[src/dlw_pkg.sv]
`timescale 1ns / 1ps

package dlw_pkg;

	// Character codes and limits
	localparam logic [7:0] CharCr   = 8'h0D;
	localparam logic [7:0] CharLf   = 8'h0A;
	localparam logic [7:0] HighByte = 8'h7F;
	localparam logic [9:0] MinCols  = 10'd2;
	localparam logic [9:0] ResetCols = 10'd40;

	// Result queue
	localparam int QueueDepth = 4;
	localparam int QueuePtrW  = $clog2(QueueDepth);
	localparam int QueueCntW  = $clog2(QueueDepth + 1);

	// Register map: index taken from paddr[2]
	localparam logic RegMaxColumns = 1'b0;

	// One display line result
	typedef struct packed {
		logic [10:0] line_length;
		logic [15:0] line_index;
		logic        last_line;
	} res_t;

	// Results produced for one item, handed to the queue
	typedef struct packed {
		logic [1:0] n;
		res_t       r0;
		res_t       r1;
	} push_t;

	function automatic res_t mk_res(input logic [10:0] len, input logic [15:0] idx,
			input logic last);
		res_t r;
		r.line_length = len;
		r.line_index  = idx;
		r.last_line   = last;
		return r;
	endfunction

	// Line number after a line: back to zero after the last one, else saturating count
	function automatic logic [15:0] next_index(input logic [15:0] idx, input logic last);
		logic [15:0] r;
		if (last) begin
			r = '0;
		end else if (idx == 16'hFFFF) begin
			r = idx;
		end else begin
			r = idx + 16'd1;
		end
		return r;
	endfunction

endpackage

[src/dlw_cfg.sv]
`timescale 1ns / 1ps

module dlw_cfg
	import dlw_pkg::*;
(
	input  logic        clk,
	input  logic        arst_n,
	input  logic        psel,
	input  logic        penable,
	input  logic        pwrite,
	input  logic [2:0]  paddr,
	input  logic [31:0] pwdata,
	output logic [31:0] prdata,
	output logic        pready,
	output logic [9:0]  max_columns
);

	logic [9:0] max_q;
	logic       wr_en;

	assign pready = 1'b1;
	assign wr_en  = psel && penable && pwrite && (paddr[2] == RegMaxColumns);

	// Column limit register
	always_ff @(posedge clk or negedge arst_n) begin
		if (!arst_n) begin
			max_q <= ResetCols;
		end else if (wr_en) begin
			max_q <= pwdata[9:0];
		end
	end

	// Read back; low address bits are ignored
	always_comb begin
		prdata = '0;
		unique case (paddr[2])
			RegMaxColumns: prdata = {22'd0, max_q};
			default:       prdata = '0;
		endcase
	end

	assign max_columns = max_q;

endmodule

[src/dlw_core.sv]
`timescale 1ns / 1ps

module dlw_core
	import dlw_pkg::*;
(
	input  logic       clk,
	input  logic       arst_n,
	input  logic       in_valid,
	output logic       in_stall,
	input  logic [7:0] text_byte,
	input  logic       end_of_text,
	input  logic [9:0] max_columns,
	input  logic       space,
	output push_t      push
);

	logic        valid_s1;
	logic [7:0]  byte_s1;
	logic        eot_s1;
	logic        proc;
	logic        in_acc;

	logic [10:0] col_q;
	logic        odd_q;
	logic        pcr_q;
	logic [15:0] lc_q;

	logic [10:0] cc;
	logic        odd;
	logic        pcr;
	logic [15:0] lc;
	logic        fin;
	logic [1:0]  n;
	logic [10:0] lim;
	res_t        r0;
	res_t        r1;
	res_t        rn;

	// Item is worked on when the queue has room for two lines
	assign proc     = valid_s1 && space;
	assign in_stall = valid_s1 && !space;
	assign in_acc   = in_valid && !in_stall;

	// Input register
	always_ff @(posedge clk or negedge arst_n) begin
		if (!arst_n) begin
			valid_s1 <= 1'b0;
		end else begin
			valid_s1 <= in_acc || (valid_s1 && !proc);
		end
	end

	always_ff @(posedge clk) begin
		if (in_acc) begin
			byte_s1 <= text_byte;
			eot_s1  <= end_of_text;
		end
	end

	// Line break decision for one byte
	always_comb begin
		lim = (max_columns < MinCols) ? {1'b0, MinCols} : {1'b0, max_columns};
		cc  = col_q;
		odd = odd_q;
		pcr = pcr_q;
		lc  = lc_q;
		fin = 1'b0;
		n   = 2'd0;
		r0  = '0;
		r1  = '0;
		rn  = '0;

		// held CR: LF joins it, anything else makes it ordinary
		if (pcr) begin
			pcr = 1'b0;
			if (byte_s1 == CharLf) begin
				r0  = mk_res(cc + 11'd1, lc, eot_s1);
				n   = 2'd1;
				lc  = next_index(lc, eot_s1);
				cc  = '0;
				odd = 1'b0;
				fin = 1'b1;
			end else if (cc >= lim) begin
				r0  = mk_res(cc, lc, 1'b0);
				n   = 2'd1;
				lc  = next_index(lc, 1'b0);
				cc  = '0;
				odd = 1'b0;
			end
		end

		if (!fin) begin
			if (byte_s1 == CharLf) begin
				rn = mk_res(cc + 11'd1, lc, eot_s1);
				if (n == 2'd0) r0 = rn; else r1 = rn;
				n   = n + 2'd1;
				lc  = next_index(lc, eot_s1);
				cc  = '0;
				odd = 1'b0;
			end else if ((byte_s1 == CharCr) && !eot_s1) begin
				cc  = cc + 11'd1;
				odd = 1'b0;
				pcr = 1'b1;
			end else begin
				cc  = cc + 11'd1;
				odd = (byte_s1 >= HighByte) ? !odd : 1'b0;
				if (cc >= lim) begin
					if (odd) begin
						// lead byte of a split double-byte char goes to the next line
						rn = mk_res(cc - 11'd1, lc, 1'b0);
						if (n == 2'd0) r0 = rn; else r1 = rn;
						n   = n + 2'd1;
						lc  = next_index(lc, 1'b0);
						cc  = 11'd1;
						odd = 1'b1;
						if (eot_s1) begin
							rn = mk_res(11'd1, lc, 1'b1);
							if (n == 2'd0) r0 = rn; else r1 = rn;
							n   = n + 2'd1;
							lc  = next_index(lc, 1'b1);
							cc  = '0;
							odd = 1'b0;
						end
					end else begin
						rn = mk_res(cc, lc, eot_s1);
						if (n == 2'd0) r0 = rn; else r1 = rn;
						n   = n + 2'd1;
						lc  = next_index(lc, eot_s1);
						cc  = '0;
						odd = 1'b0;
					end
				end else if (eot_s1) begin
					rn = mk_res(cc, lc, 1'b1);
					if (n == 2'd0) r0 = rn; else r1 = rn;
					n   = n + 2'd1;
					lc  = next_index(lc, 1'b1);
					cc  = '0;
					odd = 1'b0;
				end
			end
		end
	end

	// Line state
	always_ff @(posedge clk or negedge arst_n) begin
		if (!arst_n) begin
			col_q <= '0;
			odd_q <= 1'b0;
			pcr_q <= 1'b0;
			lc_q  <= '0;
		end else if (proc) begin
			col_q <= cc;
			odd_q <= odd;
			pcr_q <= pcr;
			lc_q  <= lc;
		end
	end

	assign push.n  = proc ? n : 2'd0;
	assign push.r0 = r0;
	assign push.r1 = r1;

	// Two lines from one byte only when the second closes the text
	a_two_last: assert property (@(posedge clk) disable iff (!arst_n)
		(proc && (n == 2'd2)) |-> r1.last_line)
		else $error("two lines without a final line");

	// A held CR always sits on a line
	a_cr_col: assert property (@(posedge clk) disable iff (!arst_n)
		pcr_q |-> (col_q != 11'd0))
		else $error("held CR on empty line");

	// After the final line the state is back at its start
	a_restart: assert property (@(posedge clk) disable iff (!arst_n)
		(proc && (((n == 2'd1) && r0.last_line) || ((n == 2'd2) && r1.last_line)))
		|=> ((col_q == 11'd0) && (lc_q == 16'd0) && !pcr_q && !odd_q))
		else $error("state not cleared after final line");

endmodule

[src/dlw_queue.sv]
`timescale 1ns / 1ps

module dlw_queue
	import dlw_pkg::*;
(
	input  logic        clk,
	input  logic        arst_n,
	input  push_t       push,
	output logic        space,
	output logic        out_valid,
	input  logic        out_stall,
	output res_t        head
);

	res_t                 mem_q [QueueDepth];
	logic [QueuePtrW-1:0] wr_q;
	logic [QueuePtrW-1:0] rd_q;
	logic [QueueCntW-1:0] cnt_q;
	logic                 pop;

	assign out_valid = (cnt_q != '0);
	assign pop       = out_valid && !out_stall;
	assign space     = (cnt_q <= QueueCntW'(QueueDepth - 2));
	assign head      = mem_q[rd_q];

	// Storage: up to two lines written per cycle
	always_ff @(posedge clk) begin
		if (push.n != 2'd0) begin
			mem_q[wr_q] <= push.r0;
		end
		if (push.n == 2'd2) begin
			mem_q[wr_q + QueuePtrW'(1)] <= push.r1;
		end
	end

	// Pointers and fill count
	always_ff @(posedge clk or negedge arst_n) begin
		if (!arst_n) begin
			wr_q  <= '0;
			rd_q  <= '0;
			cnt_q <= '0;
		end else begin
			wr_q  <= wr_q + QueuePtrW'(push.n);
			rd_q  <= rd_q + QueuePtrW'(pop);
			cnt_q <= cnt_q + QueueCntW'(push.n) - QueueCntW'(pop);
		end
	end

	a_no_overflow: assert property (@(posedge clk) disable iff (!arst_n)
		(push.n != 2'd0) |-> (cnt_q <= QueueCntW'(QueueDepth - 2)))
		else $error("line queue overflow");

	a_cnt_range: assert property (@(posedge clk) disable iff (!arst_n)
		cnt_q <= QueueCntW'(QueueDepth))
		else $error("line queue count out of range");

endmodule

[src/dbcs_line_wrap_splitter.sv]
`timescale 1ns / 1ps

// Line wrap splitter for mixed single/double-byte text. Takes one text byte per
// cycle and gives the byte length, number and last-line flag of each display
// line; the limit is max_columns bytes (register at address 0, reset 40, values
// below 2 act as 2). A new byte is accepted every cycle while the four-entry line
// queue has room for two lines; a byte that closes two lines at once (a moved
// double-byte lead at the end of the text, or a full line with a held CR just
// before the final byte) puts both into the queue at once, and the output drains
// one line a cycle unless stalled. Bytes are registered, their lines queued.
module dbcs_line_wrap_splitter
	import dlw_pkg::*;
(
	input  logic        clk,
	input  logic        arst_n,
	input  logic        psel,
	input  logic        penable,
	input  logic        pwrite,
	input  logic [2:0]  paddr,
	input  logic [31:0] pwdata,
	output logic [31:0] prdata,
	output logic        pready,
	input  logic        in_valid,
	output logic        in_stall,
	input  logic [7:0]  text_byte,
	input  logic        end_of_text,
	output logic        out_valid,
	input  logic        out_stall,
	output logic [10:0] line_length,
	output logic [15:0] line_index,
	output logic        last_line
);

	logic [9:0] max_columns;
	logic       space;
	push_t      push;
	res_t       head;

	dlw_cfg u_cfg (
		.clk         (clk),
		.arst_n      (arst_n),
		.psel        (psel),
		.penable     (penable),
		.pwrite      (pwrite),
		.paddr       (paddr),
		.pwdata      (pwdata),
		.prdata      (prdata),
		.pready      (pready),
		.max_columns (max_columns)
	);

	dlw_core u_core (
		.clk         (clk),
		.arst_n      (arst_n),
		.in_valid    (in_valid),
		.in_stall    (in_stall),
		.text_byte   (text_byte),
		.end_of_text (end_of_text),
		.max_columns (max_columns),
		.space       (space),
		.push        (push)
	);

	dlw_queue u_queue (
		.clk       (clk),
		.arst_n    (arst_n),
		.push      (push),
		.space     (space),
		.out_valid (out_valid),
		.out_stall (out_stall),
		.head      (head)
	);

	assign line_length = head.line_length;
	assign line_index  = head.line_index;
	assign last_line   = head.last_line;

endmodule

[config.mk]
export PLATFORM = sky130hd
export DESIGN_NAME = dbcs_line_wrap_splitter
export DESIGN_NICKNAME = d
export VERILOG_FILES = /design/src/dlw_pkg.sv /design/src/dlw_cfg.sv /design/src/dlw_core.sv /design/src/dlw_queue.sv /design/src/dbcs_line_wrap_splitter.sv
export SDC_FILE = /design/constraint.sdc
export NUM_CORES = 1
export LEC_CHECK = 0
export ABC_CLOCK_PERIOD_IN_PS = 12900
export BUFFER_PORTS_ARGS = -buffer_cell sky130_fd_sc_hd__buf_4
export CORE_UTILIZATION = 65
export DETAILED_ROUTE_END_ITERATION = 12
export PLACE_DENSITY = 0.88
export SLEW_MARGIN = 20
export SYNTH_ARGS = -nofsm -noshare
export SYNTH_HDL_FRONTEND = slang
export SYNTH_SLANG_ARGS = --single-unit
[constraint.sdc]
create_clock -name clk -period 12.9 [get_ports clk]
set_clock_uncertainty 0.2 [all_clocks]
set_input_delay 0.645 -clock clk [delete_from_list [all_inputs] [get_ports clk]]
set_output_delay 0.645 -clock clk [all_outputs]
set_load 0.05 [all_outputs]
==> results.ini, run 1 <==
[finish]
drive_gt1_frac=0.162
nNetsFinal=1246
fillers=1226
synthToLayoutAreaGrowth_pct=9.16
n_antenna_cell=0

[logic_synthesis]
synth_edf_count=121
yosysTopAreaCell=edfxtp_1
syn_area_per_cell_sq_um=9.91
async_reset_ff_frac=0.280
synthTopCellsByArea=edfxtp_1 (32%), dfrtp_1 (9.9%), mux4_2 (5.5%)
synth-seq-area-share=0.423
yosys.cell_types.count=90
syn_area_sq_um=11400
yosysTopAreaCellShare=0.319
netlist_instances=1149
ys_seq_elements=168
ys_top_cells_by_count=edfxtp_1 (121), nor2_1 (107), nand2_1 (83), o21ai_0 (67), a21oi_1 (56)
yosysWarnings=0
synth-main-ff-cell=edfxtp_1
synth.most_common_cell=edfxtp_1

[critical_path]
required_ns=12.82
cp_slowest_cell=nand2_1
worstPathMaxFanout=25
crit_path_max_incr_delay_ns=0.75
regToRegStartpoint=u_cfg.max_columns[4]
crit_arrival_ns=8.62
crit_start=u_cfg.max_columns[4]
end_kind=flop
start_kind=flop
reg2reg_slack_ns=4.20
cp_common_cell=nor2_1
worstSetupPathType=flop to flop

[clocking]
max-clock-path-buffers=2
cts_inserted_buffers=17
post_cts_buffers=0
cts.sinks=168
clk_pin_slew_ns=0.07
tritoncts=done
cts_resized=0
cts-root-buf=clkbuf_16
clock_latency_ns=0.44
cts_htree_levels=4
cts_hold_buf=0

[grt]
grt_busiest_layer=met2
antenna_found_initial=0
grt_max_degree=48
grt_pass1_vias=8970
gr-usage-met3=0.0899
gr-total-overflow=0
grtUsageMet2=0.597
use_met1=0.498
grt_pass1_wl_um=50900
track_usage=0.374

[routing]
vias=9923
vias_per_cell=7.08
drc=0
dr.pass1.iters=6
routed_wl_um=32900
drtIter0Drc=1606
ant_nets=0
wl_per_cell_um=23.5

[floorplanning]
dieHeight_um=134
design.core.area_sq_um=17200
die_w_um=134
rows=48
die_area_sq_um=18000
pin_count=114
initial_core_util=0.663

[sta]
hold_viol=0
fin_setup_tns_ns=0
clock.fmax_ghz=0.115
finalSetupViolations=0
rsz0062_at_grt=false
fin_crit_ns=8.70
worst_pin_slew_ns=1.09
fin_crit_sh=0.674
slew_violations=0
slew_headroom=0.274

[placement]
dp_hpwl_um=21800
gp_congestion=0.992
io_buffers=66

[pwr]
power.leakage_nw=4.83
powerDensity_nw_per_um2=192
max-vdd-ir-drop_mv=0.249
power_mw=2.38

[hold_path]
hp-class=input pin to asynchronous set/reset pin

[outcome]
status=finished clean

[job]
maxCapViolations=0

-- final timing paths --
kind / cells after the start / end
worst max-delay path: 29 / u_queue.mem_q[2][3]
worst min-delay path: 1 / u_cfg.max_columns[0]
worst max register to register: 29 / u_queue.mem_q[2][3]
worst min register to register: 1 / u_cfg.max_columns[7]
max in group asynchronous: 1 / u_queue.rd_q[0]
min in group clk: 1 / u_core.byte_s1[0]
-- logic make-up (layout without fill, tap and decap cells) --
group / Yosys count / count (layout) / share of synthesized area
AOI/OAI and AO/OA: 287 / 287 / 0.169
xor gates and xnor gates: 32 / 32 / 0.0246
adders and majority gates: 32 / 32 / 0.0358
buffers and inverters: 140 / 146 / 0.0575
DFF: 168 / 168 / 0.423
muxes: 91 / 91 / 0.112
other: 2 / 23 / 0.000660
and+or+nand+nor: 397 / 397 / 0.177
-- metal layers --
metal / vias up / wire length [um]
met1: 4672 / 12300
met3: 117 / 3910
met5: - / 0
met2: 816 / 15500
li1: 4318 / -
met4: 0 / 1170
-- metrics by stage --
step | cells | hold WS (ns) | worst slack (ns) | instance area, sq um | utilization
final | 1401 | 0.0351 | 4.20 | 12400 | 0.723
after global routing | 1401 | 0.0807 | 3.51 | 12400 | 0.723
after CTS | 1401 | 0.0567 | 4.32 | 12400 | 0.723
after detailed placement | 1369 | 0.324 | 4.33 | 11800 | 0.689
after global placement | 1369 | 0.316 | 4.50 | 11800 | 0.689
after floorplan | 1170 | 0.149 | 5.39 | 11500 | -
-- report_power, final --
| part | switching [mW] | internal [mW] |
|---|---|---|
| sequential | 0.128 | 0.701 |
| combinational | 0.677 | 0.353 |
| clock | 0.248 | 0.276 |
-- registers in the layout (all words and copies together), names as in the netlist, 2 cells and up --
register,count
u_core.byte_s1,8
u_queue.wr_q,2
u_queue.rd_q,2
u_cfg.max_columns,10
u_core.col_q,11
u_queue.cnt_q,3
u_core.lc_q,16
u_queue.mem_q,112
-- critical path: cells and delay by family (launching register included) --
| kind | cells | cell delay (ns) |
|---|---|---|
| compound gates | 10 | 2.27 |
| xor+xnor | 1 | 0.25 |
| buf+inv | 4 | 0.89 |
| simple gates | 11 | 3.42 |
| flops | 1 | 0.40 |
| fa+ha+maj | 3 | 0.93 |
-- cells in the final DEF (no fill, tap or decap), types with 15 or more instances in the layout --
| master | instances |
|---|---|
| a22oi_1 | 19 |
| xnor2_1 | 17 |
| xor2_1 | 15 |
| mux2i_1 | 51 |
| mux4_2 | 28 |
| nor4_1 | 16 |
| conb_1 | 23 |
| inv_1 | 33 |
| dfrtp_1 | 44 |
| nor2_1 | 105 |
| nor3_1 | 29 |
| ha_1 | 31 |
| buf_4 | 81 |
| o21ai_0 | 67 |
| a31oi_1 | 20 |
| nand2_1 | 83 |
| nand3_1 | 55 |
| clkbuf_16 | 17 |
| a21oi_1 | 56 |
| and2_1 | 15 |
| edfxtp_1 | 121 |
-- area by class of cell --
| cell class | instances | area, sq um | share of cell area |
|---|---|---|---|
| Tap cell | 225 | 282 | 0.0227 |
| Timing Repair Buffer | 81 | 608 | 0.0489 |
| Sequential cell | 168 | 4810 | 0.387 |
| Clock inverter | 14 | 155 | 0.0125 |
| Inverter | 33 | 124 | 0.00997 |
| Clock buffer | 18 | 429 | 0.0345 |
| Multi-Input combinational cell | 862 | 6010 | 0.484 |
(Power assumes the default switching activity.)
==> run 2, diff against run 1 <==
--- a/config.mk
+++ b/config.mk
@@ -5,11 +5,11 @@
 export SDC_FILE = /design/constraint.sdc
 export NUM_CORES = 1
 export LEC_CHECK = 0
-export ABC_CLOCK_PERIOD_IN_PS = 12900
+export ABC_CLOCK_PERIOD_IN_PS = 8650
 export BUFFER_PORTS_ARGS = -buffer_cell sky130_fd_sc_hd__buf_4
-export CORE_UTILIZATION = 65
+export CORE_UTILIZATION = 60
 export DETAILED_ROUTE_END_ITERATION = 12
-export PLACE_DENSITY = 0.88
+export PLACE_DENSITY = 0.82
 export SLEW_MARGIN = 20
 export SYNTH_ARGS = -nofsm -noshare
 export SYNTH_HDL_FRONTEND = slang
==> constraint.sdc (replaced) <==
create_clock -name clk -period 8.65 [get_ports clk]
set_clock_uncertainty 0.2 [all_clocks]
set_input_delay 0.4325 -clock clk [delete_from_list [all_inputs] [get_ports clk]]
set_output_delay 0.4325 -clock clk [all_outputs]
set_load 0.05 [all_outputs]
==> run 2 against run 1 <==
Net effect: clock power up 43%; largest cell class unchanged; sequential share of layout area fell by 0.42 points; sequential power rose by 50%; via count is 2.1% lower; final cell count increased by 1.6%; critical path depth is 2 lower; highest routed layer unchanged; fmax grew 8.3%; register-to-register slack worse by 3.6 ns; worst setup slack worse by 3.6 ns; utilization fell by 5.0 points; sequential cell count unchanged; routed wire length shrank 3.1%.
==> results.ini, run 2 (same netlist as run 1, synthesis figures left out) <==
[floorplanning]
die_w_um=140
initial_core_util=0.611
design.core.area_sq_um=18600
die_area_sq_um=19500
rows=50
dieHeight_um=140
pin_count=114

[placement]
gp_congestion=0.975
io_buffers=66
placed_area_sq_um=11900
dp_hpwl_um=21600
dp_cells=1382

[finish]
nNetsFinal=1261
final_cell_mix=edfxtp_1 (121), nor2_1 (105), buf_4 (85), nand2_1 (82), o21ai_0 (67)
synthToLayoutAreaGrowth_pct=10.3
instances_no_fill=1424
n_antenna_cell=0
largest_reg_flops=112
drive_gt1_frac=0.165
final_core_util=0.674
fin_area_sq_um=12600
reg_top3=u_queue.mem_q x112, u_core.lc_q x16, u_core.col_q x11
fillers=1441
regMostFlops=u_queue.mem_q
layout_commonest_cell=edfxtp_1

[pwr]
power.leakage_nw=4.87
powerDensity_nw_per_um2=280
power_mw=3.51
max-vdd-ir-drop_mv=0.237

[routing]
drc=0
routed_wl_um=31900
vias_per_cell=6.82
drtIter0Drc=1146
ant_nets=0
vias=9713
dr.pass1.iters=5
wl_per_cell_um=22.4

[clocking]
cts-root-buf=clkbuf_16
clock_latency_ns=0.44
cts.sinks=168
tritoncts=done
clk_pin_slew_ns=0.07
post_cts_buffers=0
max-clock-path-buffers=2
cts_inserted_buffers=17
cts_htree_levels=4

[sta]
slew_headroom=0.226
fin_crit_ns=8.03
hold_viol=0
slew_violations=0
finalSetupViolations=0
clock.fmax_ghz=0.125
fin_crit_sh=0.928
worst_pin_slew_ns=1.16
fin_setup_tns_ns=0

[critical_path]
start_kind=flop
cp_common_cell=nor2_1
required_ns=8.60
worstSetupPathType=flop to flop
crit_arrival_ns=7.98
path_buf_inv=1
end_kind=flop
cp_slowest_cell=nand3_2
crit_family=simple AND/OR/NAND/NOR gates
crit_path_max_incr_delay_ns=0.62
worstPathMaxFanout=24

[job]
maxCapViolations=0

[grt]
grt_pass1_vias=9199
grt_max_degree=48
track_usage=0.336
gr-total-overflow=0
grt_pass1_wl_um=50400
antenna_found_initial=0

[outcome]
status=finished clean

[hold_path]
hp-class=input pin to flop

-- run 2: cell count changes in the layout (fill, tap and decap cells not counted), sizes merged --
cell,change
clkbuf,-1
inv,-4
buf,+4
dlygate4sd3,+11
clkinvlp,+4
-- run 2: path summary, 6_finish.rpt --
check	from	endpoint	slack, ns	cells past startpoint
min in group asynchronous	arst_n	u_core.col_q[6]	0.37	2
worst min register to register	u_cfg.max_columns[9]	u_cfg.max_columns[9]	0.35	1
worst max-delay path	u_cfg.max_columns[2]	u_queue.mem_q[0][1]	0.62	27
worst min-delay path	pwdata[0]	u_cfg.max_columns[0]	0.02	2
worst max register to register	u_cfg.max_columns[2]	u_queue.mem_q[0][1]	0.62	27
max in group asynchronous	arst_n	u_queue.rd_q[0]	7.42	2
-- run 2: layout make-up --
type	count	area (sq um)	share of cell area
multi-input cells	862	6020	0.479
well taps	234	293	0.0233
clock buffers	17	425	0.0339
inverters	33	124	0.00986
flip-flops and latches	168	4810	0.383
repair buffers	96	748	0.0596
clock inverters	14	140	0.0112
-- run 2: where the power goes --
group	total, mW	switching, mW	internal [mW]
Sequential	1.24	0.191	1.04
Combinational	1.53	0.995	0.531
Clock	0.751	0.349	0.402
-- run 2: metrics by stage --
step,hold WS [ns],worst slack [ns]
CTS,0.0161,0.726
global placement,0.306,1.06
finish,0.0222,0.622
global route,0.0245,-0.00739
detailed placement,0.307,0.805
floorplan,-0.0631,1.14
-- run 2: layer usage --
| layer | part of all wire | vias up | GRT usage |
|---|---|---|---|
| li1 | - | 4354 | - |
| met1 | 0.40 | 4701 | 0.454 |
| met2 | 0.48 | 582 | 0.537 |
| met3 | 0.096 | 76 | 0.0623 |
| met4 | 0.026 | 0 | 0.134 |
| met5 | 0 | - | 0 |
-- run 2: what timing repair did --
action	in CTS	in global routing
gates resized for setup	0	2
hold endpoints to repair	55	0
hold buffers	11	0
endpoints found under the setup margin	0	40
-- run 2: worst reg2reg max path, stage by stage (launching register included) --
cell and delay [ns]:
dfrtp_1 0.40, nor4_1 0.40, nand2_1 0.10, o21a_1 0.20
ha_1 0.29, nand2b_1 0.14, a31oi_1 0.23, o21a_1 0.21
o21a_1 0.21, inv_1 0.07, nor2_1 0.26, ha_1 0.48
nand2_1 0.25, nor2_1 0.20, xnor2_1 0.26, nor2_1 0.09
ha_1 0.21, a2111oi_0 0.40, nor2b_1 0.20, o21ai_0 0.12
a41oi_1 0.31, o311ai_2 0.34, o21ai_0 0.17, o2111ai_1 0.37
nor2_1 0.50, nand3_2 0.62, nand3_1 0.36, o21ai_0 0.15
==> run 3, diff against run 2 <==
--- a/config.mk
+++ b/config.mk
@@ -9,7 +9,7 @@
 export BUFFER_PORTS_ARGS = -buffer_cell sky130_fd_sc_hd__buf_4
 export CORE_UTILIZATION = 60
 export DETAILED_ROUTE_END_ITERATION = 12
-export PLACE_DENSITY = 0.82
+export PLACE_DENSITY = 0.81
 export SLEW_MARGIN = 20
 export SYNTH_ARGS = -nofsm -noshare
 export SYNTH_HDL_FRONTEND = slang
==> run 3 against run 2 <==
Net effect: sequential power hardly changed; fmax up 2.5%; cell area is 0.45% higher; routed wire length decreased by 2.0%; utilization grew 0.30 points; final cell count increased by 0.42%; clock power increased by 0.5%; clock-buffer cell count unchanged.
==> results.ini, run 3 (same netlist as run 1, synthesis figures left out) <==
[critical_path]
end_kind=flop
crit_start=u_cfg.max_columns[4]
crit_arrival_ns=7.78
cp_common_cell=nor2_1
worstSetupPathType=flop to flop
reg2reg_slack_ns=0.82
rr_endpoint=u_queue.mem_q[2][11]
cp_slowest_cell=nand2_1
worst_r2r_path_depth=29
crit_path_max_incr_delay_ns=0.53
start_kind=flop
worstPathMaxFanout=25
regToRegStartpoint=u_cfg.max_columns[4]
required_ns=8.60
crit_end=u_queue.mem_q[2][11]

[pwr]
power.leakage_nw=4.91
power_mw=3.51
max-vdd-ir-drop_mv=0.198
powerDensity_nw_per_um2=278

[finish]
layout_commonest_cell=edfxtp_1
drive_gt1_frac=0.167
nNetsFinal=1265
synthToLayoutAreaGrowth_pct=10.8
final_cell_mix=edfxtp_1 (121), nor2_1 (105), buf_4 (88), nand2_1 (83), o21ai_0 (67)
ff_latch_area_sq_um=4810
final_core_util=0.677
regMostFlops=u_queue.mem_q
largest_reg_flops=112
multiInputGateArea_sq_um=6010
reg_top3=u_queue.mem_q x112, u_core.lc_q x16, u_core.col_q x11
fillers=1428

[grt]
grtUsageMet2=0.520
gr-usage-met3=0.0750
use_met1=0.439
grt_pass1_wl_um=48900
grt_pass1_vias=9167
grt_max_degree=48
track_usage=0.327
gr-total-overflow=0
grt_busiest_layer=met2
antenna_found_initial=1

[clocking]
cts.sinks=168
cts_htree_levels=4
max-clock-path-buffers=2
tritoncts=done
clk_pin_slew_ns=0.07
cts-root-buf=clkbuf_16
clock_latency_ns=0.44
post_cts_buffers=0
cts_inserted_buffers=17

[sta]
finalSetupViolations=0
hold_ws_ns=0.0159
worst_pin_slew_ns=1.18
slew_headroom=0.213
slew_violations=0
fin_setup_tns_ns=0
fin_crit_ns=7.83
clock.fmax_ghz=0.128
hold_viol=0
fin_crit_sh=0.906
rsz0062_at_grt=false

[routing]
wl_per_cell_um=21.8
dr.pass1.iters=6
drtIter0Drc=1190
drc=0
vias_per_cell=6.77
routed_wl_um=31200
ant_nets=0
vias=9688

[placement]
io_buffers=66
gp_congestion=0.977
dp_hpwl_um=21400

[floorplanning]
rows=50
die_w_um=140
die_area_sq_um=19500
initial_core_util=0.611
pin_count=114
dieHeight_um=140
design.core.area_sq_um=18600

[hold_path]
hp-class=input pin to flop

[job]
maxCapViolations=0

[outcome]
status=finished clean

run 3: worst min path at each step:
stage	startpoint	end	slack (ns)	cells after the start
after global placement	arst_n	u_cfg.max_columns[0]	0.31	1
final	pwdata[6]	u_cfg.max_columns[6]	0.02	2
after global routing	pwdata[6]	u_cfg.max_columns[6]	0.02	2
after CTS	pwdata[6]	u_cfg.max_columns[6]	0.01	2
after floorplan	arst_n	u_cfg.max_columns[0]	-0.06	0
after detailed placement	arst_n	u_cfg.max_columns[0]	0.32	1
run 3: layout make-up:
| class | count | area share |
|---|---|---|
| Antenna cell | 1 | 0.000198 |
| Clock buffer | 17 | 0.0337 |
| Clock inverter | 15 | 0.0123 |
| Inverter | 33 | 0.00982 |
| Multi-Input combinational cell | 862 | 0.477 |
| Sequential cell | 168 | 0.381 |
| Tap cell | 234 | 0.0232 |
| Timing Repair Buffer | 100 | 0.0627 |
run 3: worst max-delay path: cells and delay by family, from the launching register on:
kind            cells  cell delay (ns)
fa+ha+maj           3             0.94
xor+xnor            1             0.26
simple gates       11             2.56
buf+inv             4             0.77
mux                 1             0.25
flops               1             0.39
compound gates      9             2.14
run 3: repair_timing:
action | in CTS | in global routing
resized for setup | 0 | 0
endpoints found under the hold margin | 55 | 0
hold buffers | 11 | 0
run 3: metal layers:
metal  vias up  wire length [um]  part of all wire
li1       4370                 -                 -
met1      4647             12600              0.40
met2       590             14700              0.47
met3        81              3060             0.098
met4         0               859             0.028
met5         -                 0                 0
run 3: report_power, final:
part	internal [mW]	leakage, nW	switching [mW]
registers	1.04	1.71	0.178
clock network	0.384	0.279	0.371
logic	0.535	2.92	0.993
total	1.96	4.91	1.54
run 3: stage by stage:
step / cell area [sq um] / cells / worst slack, ns
finish: 12600 / 1430 / 0.816
detailed placement: 11900 / 1386 / 1.03
CTS: 12600 / 1429 / 0.970
global placement: 11900 / 1386 / 1.20
global route: 12600 / 1429 / 0.466
floorplan: 11500 / 1170 / 1.14
